### config.mk
export PLATFORM = sky130hd
export DESIGN_NAME = tofw_div
export DESIGN_NICKNAME = d
export VERILOG_FILES = /design/src/hw/rtl/assert_macros.svh /design/src/hw/rtl/tofw_pkg.sv /design/src/hw/rtl/tofw_div.sv
export SDC_FILE = /design/constraint.sdc
export NUM_CORES = 1
export LEC_CHECK = 0
export ABC_CLOCK_PERIOD_IN_PS = 6600
export BUFFER_PORTS_ARGS = -buffer_cell sky130_fd_sc_hd__buf_4
export CAP_MARGIN = 10
export CORE_MARGIN = 8
export CORE_UTILIZATION = 25
export CTS_CLUSTER_SIZE = 25
export DETAILED_ROUTE_END_ITERATION = 16
export GPL_TIMING_DRIVEN = 0
export PLACE_DENSITY_LB_ADDON = 0.12
export REMOVE_ABC_BUFFERS = 1
export SYNTH_ARGS = -nofsm -noshare
export SYNTH_HDL_FRONTEND = slang
export SYNTH_SLANG_ARGS = --single-unit
### constraint.sdc
create_clock -name clk_i -period 6.6 [get_ports clk_i]
set_input_delay 0.66 -clock clk_i [delete_from_list [all_inputs] [get_ports clk_i]]
set_output_delay 0.66 -clock clk_i [all_outputs]
set_load 0.03 [all_outputs]
### src/hw/rtl/assert_macros.svh
// Assertion macros used by the top level of the time-of-flight weight block.
`ifndef ASSERT_MACROS_SVH
`define ASSERT_MACROS_SVH

// Check a condition at every clock edge outside reset.
`define TOFW_ASSERT(lbl, prop) \
  lbl: assert property (@(posedge clk_i) disable iff (!rst_ni) (prop)) \
    else $error("%m: check failed");

// Check that a condition implies another in the same cycle.
`define TOFW_ASSERT_IMP(lbl, ante, cons) \
  lbl: assert property (@(posedge clk_i) disable iff (!rst_ni) (ante) |-> (cons)) \
    else $error("%m: check failed");

// Check that a condition implies another in the next cycle.
`define TOFW_ASSERT_NXT(lbl, ante, cons) \
  lbl: assert property (@(posedge clk_i) disable iff (!rst_ni) (ante) |=> (cons)) \
    else $error("%m: check failed");

`endif

### src/hw/rtl/tofw_pkg.sv
// Shared constants, mass tables and status type of the time-of-flight weight block.
`default_nettype none

package tofw_pkg;

  localparam int unsigned NumHyp = 8;
  localparam int unsigned KW     = (NumHyp > 1) ? $clog2(NumHyp) : 1;
  localparam int unsigned RAW_W  = 33;
  localparam int unsigned SUM_W  = RAW_W + KW;
  localparam int unsigned DVD_W  = 64;
  localparam int unsigned DVS_W  = (SUM_W > 32) ? SUM_W : 32;
  localparam int unsigned POW_W  = 4;
  localparam logic [POW_W-1:0] PowReset = 4'd2;

  typedef struct packed {
    logic busy;
    logic done;
  } unit_sts_t;

  // Squared masses, Q32.32.
  function automatic logic [35:0] mass_sq(input logic [2:0] hyp);
    logic [35:0] v;
    unique case (hyp)
      3'd0: v = 36'd3781143081;
      3'd1: v = 36'd83667609;
      3'd2: v = 36'd1046781316;
      3'd3: v = 36'd1089;
      3'd4: v = 36'd15117686116;
      3'd5: v = 36'd33899806161;
      3'd6: v = 36'd33899437924;
      default: v = 36'd59704479025;
    endcase
    return v;
  endfunction

  // Helium hypotheses carry charge two.
  function automatic logic double_charge(input logic [2:0] hyp);
    return (hyp == 3'd6) || (hyp == 3'd7);
  endfunction

endpackage

`default_nettype wire

### src/hw/rtl/tofw_div.sv
// Bit-serial restoring divider, one quotient bit per cycle.
`default_nettype none

module tofw_div (
  input  wire logic                          clk_i,
  input  wire logic                          rst_ni,
  input  wire logic                          start_i,
  input  wire logic [tofw_pkg::DVD_W-1:0]    dividend_i,
  input  wire logic [tofw_pkg::DVS_W-1:0]    divisor_i,
  output logic      [tofw_pkg::DVD_W-1:0]    quot_o,
  output tofw_pkg::unit_sts_t                sts_o
);
  import tofw_pkg::*;

  localparam int unsigned CW = $clog2(DVD_W);

  logic [DVD_W-1:0] dvd_q, dvd_d;
  logic [DVS_W-1:0] dvs_q, dvs_d;
  logic [DVS_W-1:0] rem_q, rem_d;
  logic [CW-1:0]    cnt_q, cnt_d;
  logic             busy_q, busy_d, done_q, done_d;
  logic [DVS_W:0]   sh;

  assign sh = {rem_q, dvd_q[DVD_W-1]};

  always_comb begin
    dvd_d  = dvd_q;
    dvs_d  = dvs_q;
    rem_d  = rem_q;
    cnt_d  = cnt_q;
    busy_d = busy_q;
    done_d = 1'b0;
    if (start_i) begin
      dvd_d  = dividend_i;
      dvs_d  = divisor_i;
      rem_d  = '0;
      cnt_d  = '0;
      busy_d = 1'b1;
    end else if (busy_q) begin
      if (sh >= {1'b0, dvs_q}) begin
        rem_d = DVS_W'(sh - {1'b0, dvs_q});
        dvd_d = {dvd_q[DVD_W-2:0], 1'b1};
      end else begin
        rem_d = DVS_W'(sh);
        dvd_d = {dvd_q[DVD_W-2:0], 1'b0};
      end
      cnt_d = cnt_q + CW'(1);
      if (cnt_q == CW'(DVD_W - 1)) begin
        busy_d = 1'b0;
        done_d = 1'b1;
      end
    end
  end

  always_ff @(posedge clk_i or negedge rst_ni) begin
    if (!rst_ni) begin
      busy_q <= 1'b0;
      done_q <= 1'b0;
      cnt_q  <= '0;
    end else begin
      busy_q <= busy_d;
      done_q <= done_d;
      cnt_q  <= cnt_d;
    end
  end

  always_ff @(posedge clk_i) begin
    dvd_q <= dvd_d;
    dvs_q <= dvs_d;
    rem_q <= rem_d;
  end

  assign quot_o = dvd_q;
  assign sts_o  = '{busy: busy_q, done: done_q};

endmodule

`default_nettype wire

==> results.json <==
{
  "outcome": "finished clean",
  "slew_headroom_pct": 43.8,
  "root_buffer": "clkbuf_16",
  "vias": 6100,
  "seqPwrFrac_pct": 41.4,
  "cp_top_family": "simple AND/OR/NAND/NOR gates",
  "chipWidth_um": 195,
  "fmax_mhz": 291,
  "synth-simple-area-share_pct": 12.8,
  "endpoint_kind": "register",
  "path_class": "reg -> reg",
  "clock_sinks": 144,
  "synthCells": 754,
  "r2r_setup_slack_ns": 3.16,
  "synth_flop_cell": "edfxtp_1",
  "synth_area_leaders": "edfxtp_1 (38%), mux2_2 (9.2%), dfxtp_1 (9.0%), ha_1 (5.8%), nand2_1 (4.0%)",
  "ant_nets": 0,
  "fin_tns_setup_ns": 0,
  "fin_crit_sh_pct": 52.1,
  "setup_viol": 0,
  "routed_via_density": 4.62,
  "area_growth_pct": 27.8,
  "rows": 65,
  "h-tree-depth": 4,
  "cp.arrival_ns": 3.63,
  "track_usage_pct": 12.1,
  "crit_chain": "inv_1 > ha_1 > and2_4 > a32o_1 > a21oi_1 > a211oi_2 > o21a_1 > o211a_4 > or3_2 > mux2_2",
  "cp_slowest_stage_delay_ns": 0.83,
  "path_clk_slew_ns": 0.07,
  "switchingPower_w": 0.000841,
  "synth_top_area_share_pct": 37.6,
  "cts.path.max_buffers": 2,
  "yosys.area.top_type": "edfxtp_1",
  "overflow": 0,
  "synth.distinct_cells": 58,
  "worstMarginPinSlew_ns": 0.844,
  "initial_utilization_pct": 25.4,
  "ys_seq_area_share_pct": 49.1,
  "clock_power_share_pct": 36.1,
  "switching_share_pct": 31.4,
  "clock_latency_ns": 0.44,
  "synth_common_cells": "edfxtp_1 (100), nand2_1 (85), mux2_2 (65)",
  "clock_skew_ns": 0.0169,
  "dpl.cell_count": 1287,
  "yosysMostFrequentCell": "edfxtp_1",
  "port_buffers": 168,
  "power_density_mw_per_mm2": 262,
  "cts_tree": "done",
  "yosys_warnings": 0,
  "grt_max_degree": 86,
  "gp_congestion": 0.806,
  "synthAdderAreaFrac_pct": 6.05,
  "instances_no_fill": 1320,
  "antenna_found_initial": 0,
  "p_leak_nw": 4.26,
  "required_ns": 6.80,
  "rsz0062_at_grt": "false",
  "synth-async-reset-ratio_pct": 5.56,
  "die_area_mm2": 0.0379,
  "pin_count": 169,
  "drive_gt1_share_pct": 30.7,
  "antenna_cells": 0,
  "fin_crit_ns": 3.44,
  "core_area_mm2": 0.0315,
  "synth_compound_area_share_pct": 13.6,
  "drtIter0Drc": 291,
  "combPwrFrac_pct": 22.5,
  "synth_top_family_by_area": "compound AO/OA/AOI/OAI gates",
  "min_path_type": "in -> reg",
  "cts_setup_buffers": 0,
  "synth.avg_cell_area_um2": 10.6,
  "hold_violations": 0,
  "drt-total-wl_um": 22900,
  "grt_pass1_wl_um": 36800,
  "synth_xor_area_share_pct": 3.95,
  "slew_violations": 0,
  "grt_pass1_vias": 6699,
  "cp_max_fo": 34,
  "peakVddDrop_uv": 164,
  "maxCapViolCount": 0,
  "cp_slowest_cell": "or3_2",
  "synthMuxAreaShare_pct": 9.67,
  "crit_buf_inv": 1,
  "cts_buffers": 17,
  "final_nets": 1046,
  "intPower_w": 0.00184,
  "synth_edf_count": 100,
  "first_pass_iters": 6,
  "worstSetupStartpointType": "register",
  "wl_per_cell_um": 17.4,
  "drc": 0,
  "synth_seq_cells": 144,
  "syn-cell-area_mm2": 0.00799,
  "die_h_um": 195,
  "hpwl_um": 16700
}
-- worst paths after layout --
check	from	endpoint	cells past startpoint
hold reg to reg	rem_q[1]	rem_q[1]	2
min in group asynchronous	rst_ni	cnt_q[4]	2
hold / removal	divisor_i[29]	dvs_q[29]	1
setup reg to reg	dvs_q[21]	quot_o[0]	10
max in group asynchronous	rst_ni	busy_q	2
setup / recovery	dvs_q[21]	quot_o[0]	10
-- worst register-to-register path: cells and delay by family (launching register included) --
kind	cells	cell delay (ns)
and+or+nand+nor	2	1.04
muxes	1	0.41
buffers and inverters	1	0.05
adders and majority gates	1	0.38
DFF	1	0.34
AOI/OAI and AO/OA	5	1.00
-- power by group through the flow --
stage | Clock [W] | Combinational, W | Sequential, W
finish | 0.000965 | 0.000602 | 0.00111
global route | 0.00104 | 0.000665 | 0.00112
CTS | 0.00101 | 0.000613 | 0.00111
detailed placement | 0 | 0.000610 | 0.00113
global placement | 0 | 0.000606 | 0.00113
floorplan | 0 | 0.000295 | 0.00120
-- what timing repair did --
item / in CTS / in global routing
gates resized for setup: 0 / 0
hold buffers: 1 / 0
setup endpoints to repair: 0 / 0
hold endpoints to repair: 1 / 0
-- cell usage in the layout (no fill, tap or decap), drive strengths merged, types with 9 or more instances in the layout --
master	instances
a211oi	10
a21o	12
a21oi	41
a311oi	28
buf	172
clkbuf	18
dfxtp	36
edfxtp	100
ha	37
inv	56
mux2	65
nand2	85
nand3	13
nand4	9
nor2	64
o21ai	21
xnor2	25
xor2	11
-- per-stage QoR --
step / utilization [%] / setup WS, ns / total power [W] / area, µm² / hold slack, ns
CTS: 32.4 / 3.08 / 0.00273 / 10200 / 0.363
global placement: 30.3 / 1.72 / 0.00173 / 9540 / 0.478
detailed placement: 30.6 / 3.09 / 0.00174 / 9630 / 0.486
finish: 32.4 / 3.16 / 0.00268 / 10200 / 0.389
floorplan: - / 3.02 / 0.00150 / 7780 / 0.364
global route: 32.4 / 2.86 / 0.00282 / 10200 / 0.368
-- registers in the layout, summed over array words and instances (netlist names) --
signal and cells:
cnt_q 6, busy_q 1, quot_o 64, done_q 1, dvs_q 36, rem_q 36
-- layout make-up --
class / instances / area [µm²]
fill: 3237 / 21300
sequential: 144 / 3930
multi-input combinational: 522 / 3680
timing repair buffer: 173 / 1350
tap: 402 / 503
clock buffer: 18 / 450
inverter: 47 / 179
clock inverter: 14 / 116
-- logic make-up (layout without fill, tap and decap cells) --
family          Yosys count  count (layout)
simple gates            222             222
compound gates          157             157
flops                   144             144
buf+inv                  88             252
mux                      69              69
fa+ha+maj                38              38
xor+xnor                 36              36
-- metal layers --
layer | vias up | GRT usage (%) | routed length (µm)
li1 | 3048 | - | -
met1 | 2879 | 14.9 | 10300
met2 | 160 | 18.2 | 9970
met3 | 13 | 6.63 | 2470
met4 | 0 | 3.20 | 195
met5 | - | 0 | 0
(Power assumes the default switching activity.)
