## src/hw/rtl/assert_macros.svh

```systemverilog
// Assertion macros used by the top level of the time-of-flight weight block.
`ifndef ASSERT_MACROS_SVH
`define ASSERT_MACROS_SVH

// Check a condition at every clock edge outside reset.
`define TOFW_ASSERT(lbl, prop) \
  lbl: assert property (@(posedge clk_i) disable iff (!rst_ni) (prop)) \
    else $error("%m: check failed");

// Check that a condition implies another in the same cycle.
`define TOFW_ASSERT_IMP(lbl, ante, cons) \
  lbl: assert property (@(posedge clk_i) disable iff (!rst_ni) (ante) |-> (cons)) \
    else $error("%m: check failed");

// Check that a condition implies another in the next cycle.
`define TOFW_ASSERT_NXT(lbl, ante, cons) \
  lbl: assert property (@(posedge clk_i) disable iff (!rst_ni) (ante) |=> (cons)) \
    else $error("%m: check failed");

`endif

```

## src/hw/rtl/tofw_pkg.sv

```systemverilog
// Shared constants, mass tables and status type of the time-of-flight weight block.
`default_nettype none

package tofw_pkg;

  localparam int unsigned NumHyp = 8;
  localparam int unsigned KW     = (NumHyp > 1) ? $clog2(NumHyp) : 1;
  localparam int unsigned RAW_W  = 33;
  localparam int unsigned SUM_W  = RAW_W + KW;
  localparam int unsigned DVD_W  = 64;
  localparam int unsigned DVS_W  = (SUM_W > 32) ? SUM_W : 32;
  localparam int unsigned POW_W  = 4;
  localparam logic [POW_W-1:0] PowReset = 4'd2;

  typedef struct packed {
    logic busy;
    logic done;
  } unit_sts_t;

  // Squared masses, Q32.32.
  function automatic logic [35:0] mass_sq(input logic [2:0] hyp);
    logic [35:0] v;
    unique case (hyp)
      3'd0: v = 36'd3781143081;
      3'd1: v = 36'd83667609;
      3'd2: v = 36'd1046781316;
      3'd3: v = 36'd1089;
      3'd4: v = 36'd15117686116;
      3'd5: v = 36'd33899806161;
      3'd6: v = 36'd33899437924;
      default: v = 36'd59704479025;
    endcase
    return v;
  endfunction

  // Helium hypotheses carry charge two.
  function automatic logic double_charge(input logic [2:0] hyp);
    return (hyp == 3'd6) || (hyp == 3'd7);
  endfunction

endpackage

`default_nettype wire

```

## src/hw/rtl/tofw_sqrt.sv

```systemverilog
// Bit-serial integer square root, one result bit per cycle.
`default_nettype none

module tofw_sqrt (
  input  wire logic                 clk_i,
  input  wire logic                 rst_ni,
  input  wire logic                 start_i,
  input  wire logic [63:0]          rad_i,
  output logic      [31:0]          root_o,
  output tofw_pkg::unit_sts_t       sts_o
);
  import tofw_pkg::*;

  logic [63:0] rad_q, rad_d;
  logic [35:0] rem_q, rem_d;
  logic [31:0] root_q, root_d;
  logic [4:0]  cnt_q, cnt_d;
  logic        busy_q, busy_d, done_q, done_d;
  logic [35:0] sh, trial;

  assign sh    = {rem_q[33:0], rad_q[63:62]};
  assign trial = {2'b00, root_q, 2'b01};

  always_comb begin
    rad_d  = rad_q;
    rem_d  = rem_q;
    root_d = root_q;
    cnt_d  = cnt_q;
    busy_d = busy_q;
    done_d = 1'b0;
    if (start_i) begin
      rad_d  = rad_i;
      rem_d  = '0;
      root_d = '0;
      cnt_d  = '0;
      busy_d = 1'b1;
    end else if (busy_q) begin
      rad_d = {rad_q[61:0], 2'b00};
      if (sh >= trial) begin
        rem_d  = sh - trial;
        root_d = {root_q[30:0], 1'b1};
      end else begin
        rem_d  = sh;
        root_d = {root_q[30:0], 1'b0};
      end
      cnt_d = cnt_q + 5'd1;
      if (cnt_q == 5'd31) begin
        busy_d = 1'b0;
        done_d = 1'b1;
      end
    end
  end

  always_ff @(posedge clk_i or negedge rst_ni) begin
    if (!rst_ni) begin
      busy_q <= 1'b0;
      done_q <= 1'b0;
      cnt_q  <= '0;
    end else begin
      busy_q <= busy_d;
      done_q <= done_d;
      cnt_q  <= cnt_d;
    end
  end

  always_ff @(posedge clk_i) begin
    rad_q  <= rad_d;
    rem_q  <= rem_d;
    root_q <= root_d;
  end

  assign root_o = root_q;
  assign sts_o  = '{busy: busy_q, done: done_q};

endmodule

`default_nettype wire

```

## config.mk

```make
export PLATFORM = sky130hd
export DESIGN_NAME = tofw_sqrt
export DESIGN_NICKNAME = d
export VERILOG_FILES = /design/src/hw/rtl/assert_macros.svh /design/src/hw/rtl/tofw_pkg.sv /design/src/hw/rtl/tofw_sqrt.sv
export SDC_FILE = /design/constraint.sdc
export NUM_CORES = 1
export LEC_CHECK = 0
export ABC_AREA = 1
export BUFFER_PORTS_ARGS = -buffer_cell sky130_fd_sc_hd__buf_2
export CORE_MARGIN = 2
export CORE_UTILIZATION = 53
export CTS_CLUSTER_SIZE = 25
export DETAILED_ROUTE_END_ITERATION = 10
export GPL_TIMING_DRIVEN = 0
export PLACE_DENSITY = 0.82
export SKIP_LAST_GASP = 1
export SLEW_MARGIN = 10
export SYNTH_ARGS = -nofsm -noshare
export SYNTH_HDL_FRONTEND = slang
export SYNTH_SLANG_ARGS = --single-unit
```

## constraint.sdc

```tcl
create_clock -name clk_i -period 3.04 [get_ports clk_i]
set_input_delay 0.304 -clock clk_i [delete_from_list [all_inputs] [get_ports clk_i]]
set_output_delay 0.304 -clock clk_i [all_outputs]
set_load 0.01 [all_outputs]
```

==> reports/qor.csv, run 1 <==
metric,value,unit
r2r-start,root_o[21],
path_class,flop to flop,
synth_fa_ha_area_share,5.40,%
dp_slack,0.502,ns
syn_nets,1257,
cp.required,3.37,ns
r2r_slack,0.42,ns
wirelength,21.8,mm
syn2layout_area_growth,16.9,%
synthTopCellsByArea,"edfxtp_1 (23%), nand2_1 (21%), dfxtp_1 (16%)",
worst_slack,0.417,ns
crit_path_end_kind,flop,
fin_crit,2.62,ns
netlist_instances,1154,
dieHeight,129,µm
syn_area_per_cell,7.23,µm²
regArea,3420,µm²
cts-buffers-inserted,17,
cap_violations,0,
die_w,129,µm
dp_cells,1465,
overflow,0,
synth_cell_type_count,40,
diodes,0,
firstDrtPassIters,7,
yosys_warnings,0,
dpl_cell_area,9130,µm²
drive_above_1_share,16.6,%
grt_pass1_wl,35.5,mm
synth_compound_area_share,7.20,%
synth_mux_area_share,0,%
track_usage,27.3,%
seqPwrFrac,23.7,%
holdCritPathClass,primary input to flop,
ys_seq_elements,137,
fin_crit_sh,86.3,%
cts-root-buf,clkbuf_16,
drt-initial-drc-count,639,
post-route-util,63.7,%
detail-route-antenna-nets,0,
dp_hpwl,16.6,mm
routed-via-count,7654,
combPwrFrac,55.0,%
antenna_found_initial,0,
fin_cells,1498,
io_pins,101,
p_leak,0.00504,µW
p_sw,4610,µW
max_freq,0.381,GHz
rsz0062_at_grt,no,
path_max_fanout,9,
hold_end,rad_q[1],
grt_max_degree,65,
port_buffers,99,
skew,0.00926,ns
holdCritStartpoint,rad_i[1],
post_synth_and_or_nand_nor_area_fraction,34.9,%
yosysTopAreaCell,edfxtp_1,
clkPwrFrac,21.3,%
reg2reg_to,rem_q[24],
ys_seq_area_share,41.0,%
grt_pass1_vias,7301,
hold-worst-slack,0.134,ns
synth_xor_area_share,1.68,%
cts_max_path_buffers,2,
pwr_density_cell,1040,nW/µm²
tritoncts,built,
synth.cell_area,8340,µm²
fillCellCount,1372,
clock_latency,0.43,ns
synth_top_area_share,23.0,%
cts_resized,0,
finalHoldViolCount,0,
core-area,15300,µm²
slew_viol_final,0,
vias_per_cell,5.11,
core.rowCount,45,
outcome,"complete, no violations",
worstMarginPinSlew,0.777,ns
multi_input_area,4110,µm²
sw_frac_of_total,45.5,%
design_area,9750,µm²
nNetsFinal,1377,
fp.dieArea,16800,µm²
max_slew_margin,48.0,%
startpoint_type,flop,
clk_pin_slew_worst_paths,0.06,ns
initial_core_util,54.5,%
synth_top_family_by_area,simple AND/OR/NAND/NOR gates,
gp_congestion,0.954,
finalSetupViolations,0,
cts.sinks,137,
htree_levels,4,
routedWlPerCell,14.5,µm
ir_drop,482,µV
rr_worst_depth,14,
p_int,5520,µW
min_path_cells,3,
arrival,2.95,ns
drc,0,
==> cell type report <==
| cell class | count | area share (%) |
|---|---|---|
| inverter | 162 | 6.24 |
| sequential | 137 | 35.1 |
| clock buffer | 19 | 4.65 |
| multi-input combinational | 819 | 42.1 |
| clock inverter | 13 | 1.59 |
| tap | 211 | 2.71 |
| buffer | 36 | 2.18 |
| timing repair buffer | 101 | 5.47 |
==> state kept, by name, indices dropped and copies added (netlist names) <==
| name | flops |
|---|---|
| rad_q | 64 |
| rem_q | 34 |
| busy_q | 1 |
| cnt_q | 5 |
| root_o | 32 |
| done_q | 1 |
==> repair_timing <==
action	4_1_cts	5_1_grt
setup buffers	0	0
endpoints found under the hold margin	7	0
hold buffers	1	0
endpoints found under the setup margin	0	0
==> cell usage after synthesis, drive strengths merged <==
master / count
nor4: 1
clkinv: 1
buf: 15
o22ai: 31
nor3: 10
edfxtp: 64
xnor2: 13
nand4: 9
inv: 161
nor2: 71
a21oi: 31
dfxtp: 66
a22o: 1
ha: 36
clkbuf: 21
xor2: 3
nand3: 77
and2: 2
o21bai: 3
or2: 1
o21ai: 32
nand3b: 8
a21o: 1
a211oi: 1
nand2: 488
dfrtp: 7
==> power groups by stage <==
stage               Sequential (µW)  Combinational (µW)  Clock, µW
finish                         2400                5570       2160
global route                   2430                6250       2260
detailed placement             2430                5460          0
CTS                            2400                5490       2170
floorplan                      2390                4300          0
global placement               2420                5380          0
==> placed cells by master (no fill, tap or decap), types with 22 or more instances in the layout <==
cell,n
nor2_1,61
dfxtp_1,66
a21oi_1,30
o21ai_0,22
o22ai_1,31
nand2_1,465
inv_1,160
edfxtp_1,64
nand3_1,55
buf_2,102
nand2_2,22
ha_1,36
==> cell families (layout without fill, tap and decap cells) <==
logic type | Yosys count | count (layout)
AOI/OAI and AO/OA | 100 | 100
and+or+nand+nor | 667 | 667
buffers and inverters | 198 | 331
DFF | 137 | 137
xor gates and xnor gates | 16 | 16
adders and majority gates | 36 | 36
==> layer usage <==
layer | global-route usage [%] | share of wire (%) | vias to the layer above
li1 | - | - | 3903
met1 | 35.5 | 44 | 3455
met2 | 45.3 | 46 | 265
met3 | 6.98 | 7.8 | 31
met4 | 7.53 | 1.8 | 0
met5 | 0 | 0 | -
==> stage by stage <==
step	total power, µW	TNS, ns
final	10100	0
after detailed placement	7890	0
after global routing	10900	0
after CTS	10100	0
after floorplan	6690	0
after global placement	7800	-11.80
==> worst max-delay path by stage <==
stage	slack [ns]	cells past startpoint	end	startpoint
floorplan	0.80	4	rad_q[0]	start_i
global placement	-0.17	4	rad_q[41]	start_i
detailed placement	0.50	14	rem_q[24]	root_o[21]
CTS	0.48	12	rem_q[24]	root_o[17]
global route	0.26	12	rem_q[24]	root_o[17]
finish	0.42	14	rem_q[24]	root_o[21]
==> critical path: stages (launching register included) <==
cell	delay (ns)
dfxtp_1	0.32
inv_1	0.07
ha_1	0.38
a21oi_1	0.30
nand2_1	0.13
nand2_1	0.08
nand2_1	0.06
nand2_1	0.08
nand2_2	0.07
nor2_4	0.39
nand2_8	0.13
nand2_2	0.25
nand2_1	0.11
nand2_1	0.08
nand2_1	0.05
Power figures use the tool's default switching activity.
==> run 2, diff against run 1 <==
--- a/config.mk
+++ b/config.mk
@@ -12,7 +12,7 @@
 export CTS_CLUSTER_SIZE = 25
 export DETAILED_ROUTE_END_ITERATION = 10
 export GPL_TIMING_DRIVEN = 0
-export PLACE_DENSITY = 0.82
+export PLACE_DENSITY = 0.77
 export SKIP_LAST_GASP = 1
 export SLEW_MARGIN = 10
 export SYNTH_ARGS = -nofsm -noshare
==> reports/qor.csv, run 2 (synthesis gave the netlist of run 1 again) <==
metric,value,unit,change
outcome,"complete, no violations",,
crit_path_end_kind,flop,,
routedWlPerCell,14.7,µm,+1.1%
multi_input_area,4110,µm²,unchanged
finalSetupViolations,0,,unchanged
routed-via-count,7656,,+0.026%
vias_per_cell,5.11,,about the same
cts-buffers-inserted,17,,unchanged
clock_latency,0.43,ns,about the same
fin_cells,1498,,unchanged
skew,0.00715,ns,-0.00210 ns
cp.required,3.36,ns,about the same
htree_levels,4,,unchanged
startpoint_type,flop,,
cts_max_path_buffers,2,,unchanged
wirelength,22.0,mm,+1.1%
drive_above_1_share,16.6,%,unchanged
dp_hpwl,16.9,mm,+1.9%
post_cts_buffers,0,,unchanged
drc,0,,unchanged
ir_drop,544,µV,+13%
clk_pin_slew_worst_paths,0.06,ns,about the same
nNetsFinal,1377,,unchanged
grt_pass1_wl,35.2,mm,-0.91%
core.rowCount,45,,unchanged
diodes,0,,unchanged
overflow,0,,unchanged
dp_slack,0.461,ns,-0.0410 ns
slew_viol_final,0,,unchanged
holdCritPathClass,primary input to flop,,
worst_slack,0.395,ns,-0.0219 ns
cts.sinks,137,,unchanged
rsz0062_at_grt,no,,
core-area,15300,µm²,unchanged
max_slew_margin,49.9,%,+1.9 points
die_w,129,µm,unchanged
fp.dieArea,16800,µm²,unchanged
syn2layout_area_growth,16.9,%,about the same
finalHoldViolCount,0,,unchanged
grt_pass1_vias,7125,,-2.4%
tritoncts,built,,
regArea,3420,µm²,unchanged
fin_crit_sh,87.0,%,+0.72 points
path_class,flop to flop,,
dieHeight,129,µm,unchanged
arrival,2.97,ns,+0.02 ns
max_freq,0.378,GHz,-0.83%
p_leak,0.00505,µW,about the same
path_max_fanout,9,,unchanged
worstMarginPinSlew,0.749,ns,-0.0286 ns
mostFrequentLayoutCells,"nand2_1 (465), inv_1 (160), buf_2 (102)",,
firstDrtPassIters,6,,-1
initial_core_util,54.5,%,unchanged
fin_crit,2.65,ns,+0.0219 ns
fillCellCount,1441,,+5.0%
largest_register,rad_q,,
grt_max_degree,53,,-18%
cts-root-buf,clkbuf_16,,
detail-route-antenna-nets,0,,unchanged
io_pins,101,,unchanged
pwr_density_cell,1040,nW/µm²,about the same
antenna_found_initial,0,,unchanged
r2r_slack,0.39,ns,-0.02 ns
gp_congestion,0.962,,+0.78%
largest_reg_flops,64,,unchanged
track_usage,27.6,%,+0.29 points
final_common_cell,nand2_1,,
drt-initial-drc-count,542,,-15%
dp_cells,1465,,unchanged
port_buffers,99,,unchanged
cap_violations,0,,unchanged
[run 2: changes by cell type in the layout (fill, tap and decap cells not counted)]
cell,delta
inv_6,+1
clkinvlp_4,-1
clkinv_8,+1
clkinv_4,+1
clkbuf_8,-2
[run 2: path summary, 6_finish.rpt]
kind,start,endpoint,cells past startpoint
min reg2reg,rem_q[32],rem_q[32],2
max,root_o[21],rem_q[24],14
min in group asynchronous,rst_ni,cnt_q[4],2
max in group asynchronous,rst_ni,cnt_q[0],2
min,rad_i[1],rad_q[1],3
max reg2reg,root_o[21],rem_q[24],14
[run 2: repair_timing]
action | CTS | global route
gates resized for setup | 0 | 0
endpoints found under the hold margin | 7 | 0
hold buffers | 1 | 0
[run 2: routing by layer]
layer,up-vias,GRT usage [%],wire length [µm]
met5,-,0,0
met4,0,10.8,630
met3,42,6.19,1370
met2,243,44.6,10200
met1,3469,36.2,9870
li1,3902,-,-
[run 2: final cells by class]
class / instances / area share [%]
plain buffers: 36 / 2.18
well taps: 211 / 2.71
inverters: 162 / 6.24
flip-flops and latches: 137 / 35.1
multi-input cells: 819 / 42.1
clock buffers: 17 / 4.36
repair buffers: 101 / 5.47
clock inverters: 15 / 1.86
[run 2: per-stage QoR]
stage / hold slack (ns) / total power [µW] / setup TNS, ns / area [µm²] / utilization [%]
2_1_floorplan: 0.00841 / 6690 / 0 / 8340 / -
3_3_place_gp: 0.146 / 7830 / -13.19 / 9100 / 59.4
3_5_place_dp: 0.150 / 7920 / 0 / 9130 / 59.6
4_1_cts: 0.127 / 10100 / 0 / 9750 / 63.7
5_1_grt: 0.135 / 10900 / 0 / 9750 / 63.7
6_report: 0.136 / 10100 / 0 / 9750 / 63.7
[run 2: where the power goes]
group	total (µW)	switching, µW	internal [µW]	leakage, µW
sequential	2390	160	2230	0.00134
clock	2140	903	1240	0.000296
combinational	5580	3580	2010	0.00341
total	10100	4640	5490	0.00505
[run 2: critical path, stage by stage (launching register included)]
cell and delay (ns):
dfxtp_1 0.33, inv_1 0.07, ha_1 0.39, a21oi_1 0.30
nand2_1 0.15, nand2_1 0.08, nand2_1 0.06, nand2_1 0.07
nand2_2 0.06, nor2_4 0.40, nand2_8 0.14, nand2_2 0.26
nand2_1 0.10, nand2_1 0.08, nand2_1 0.04
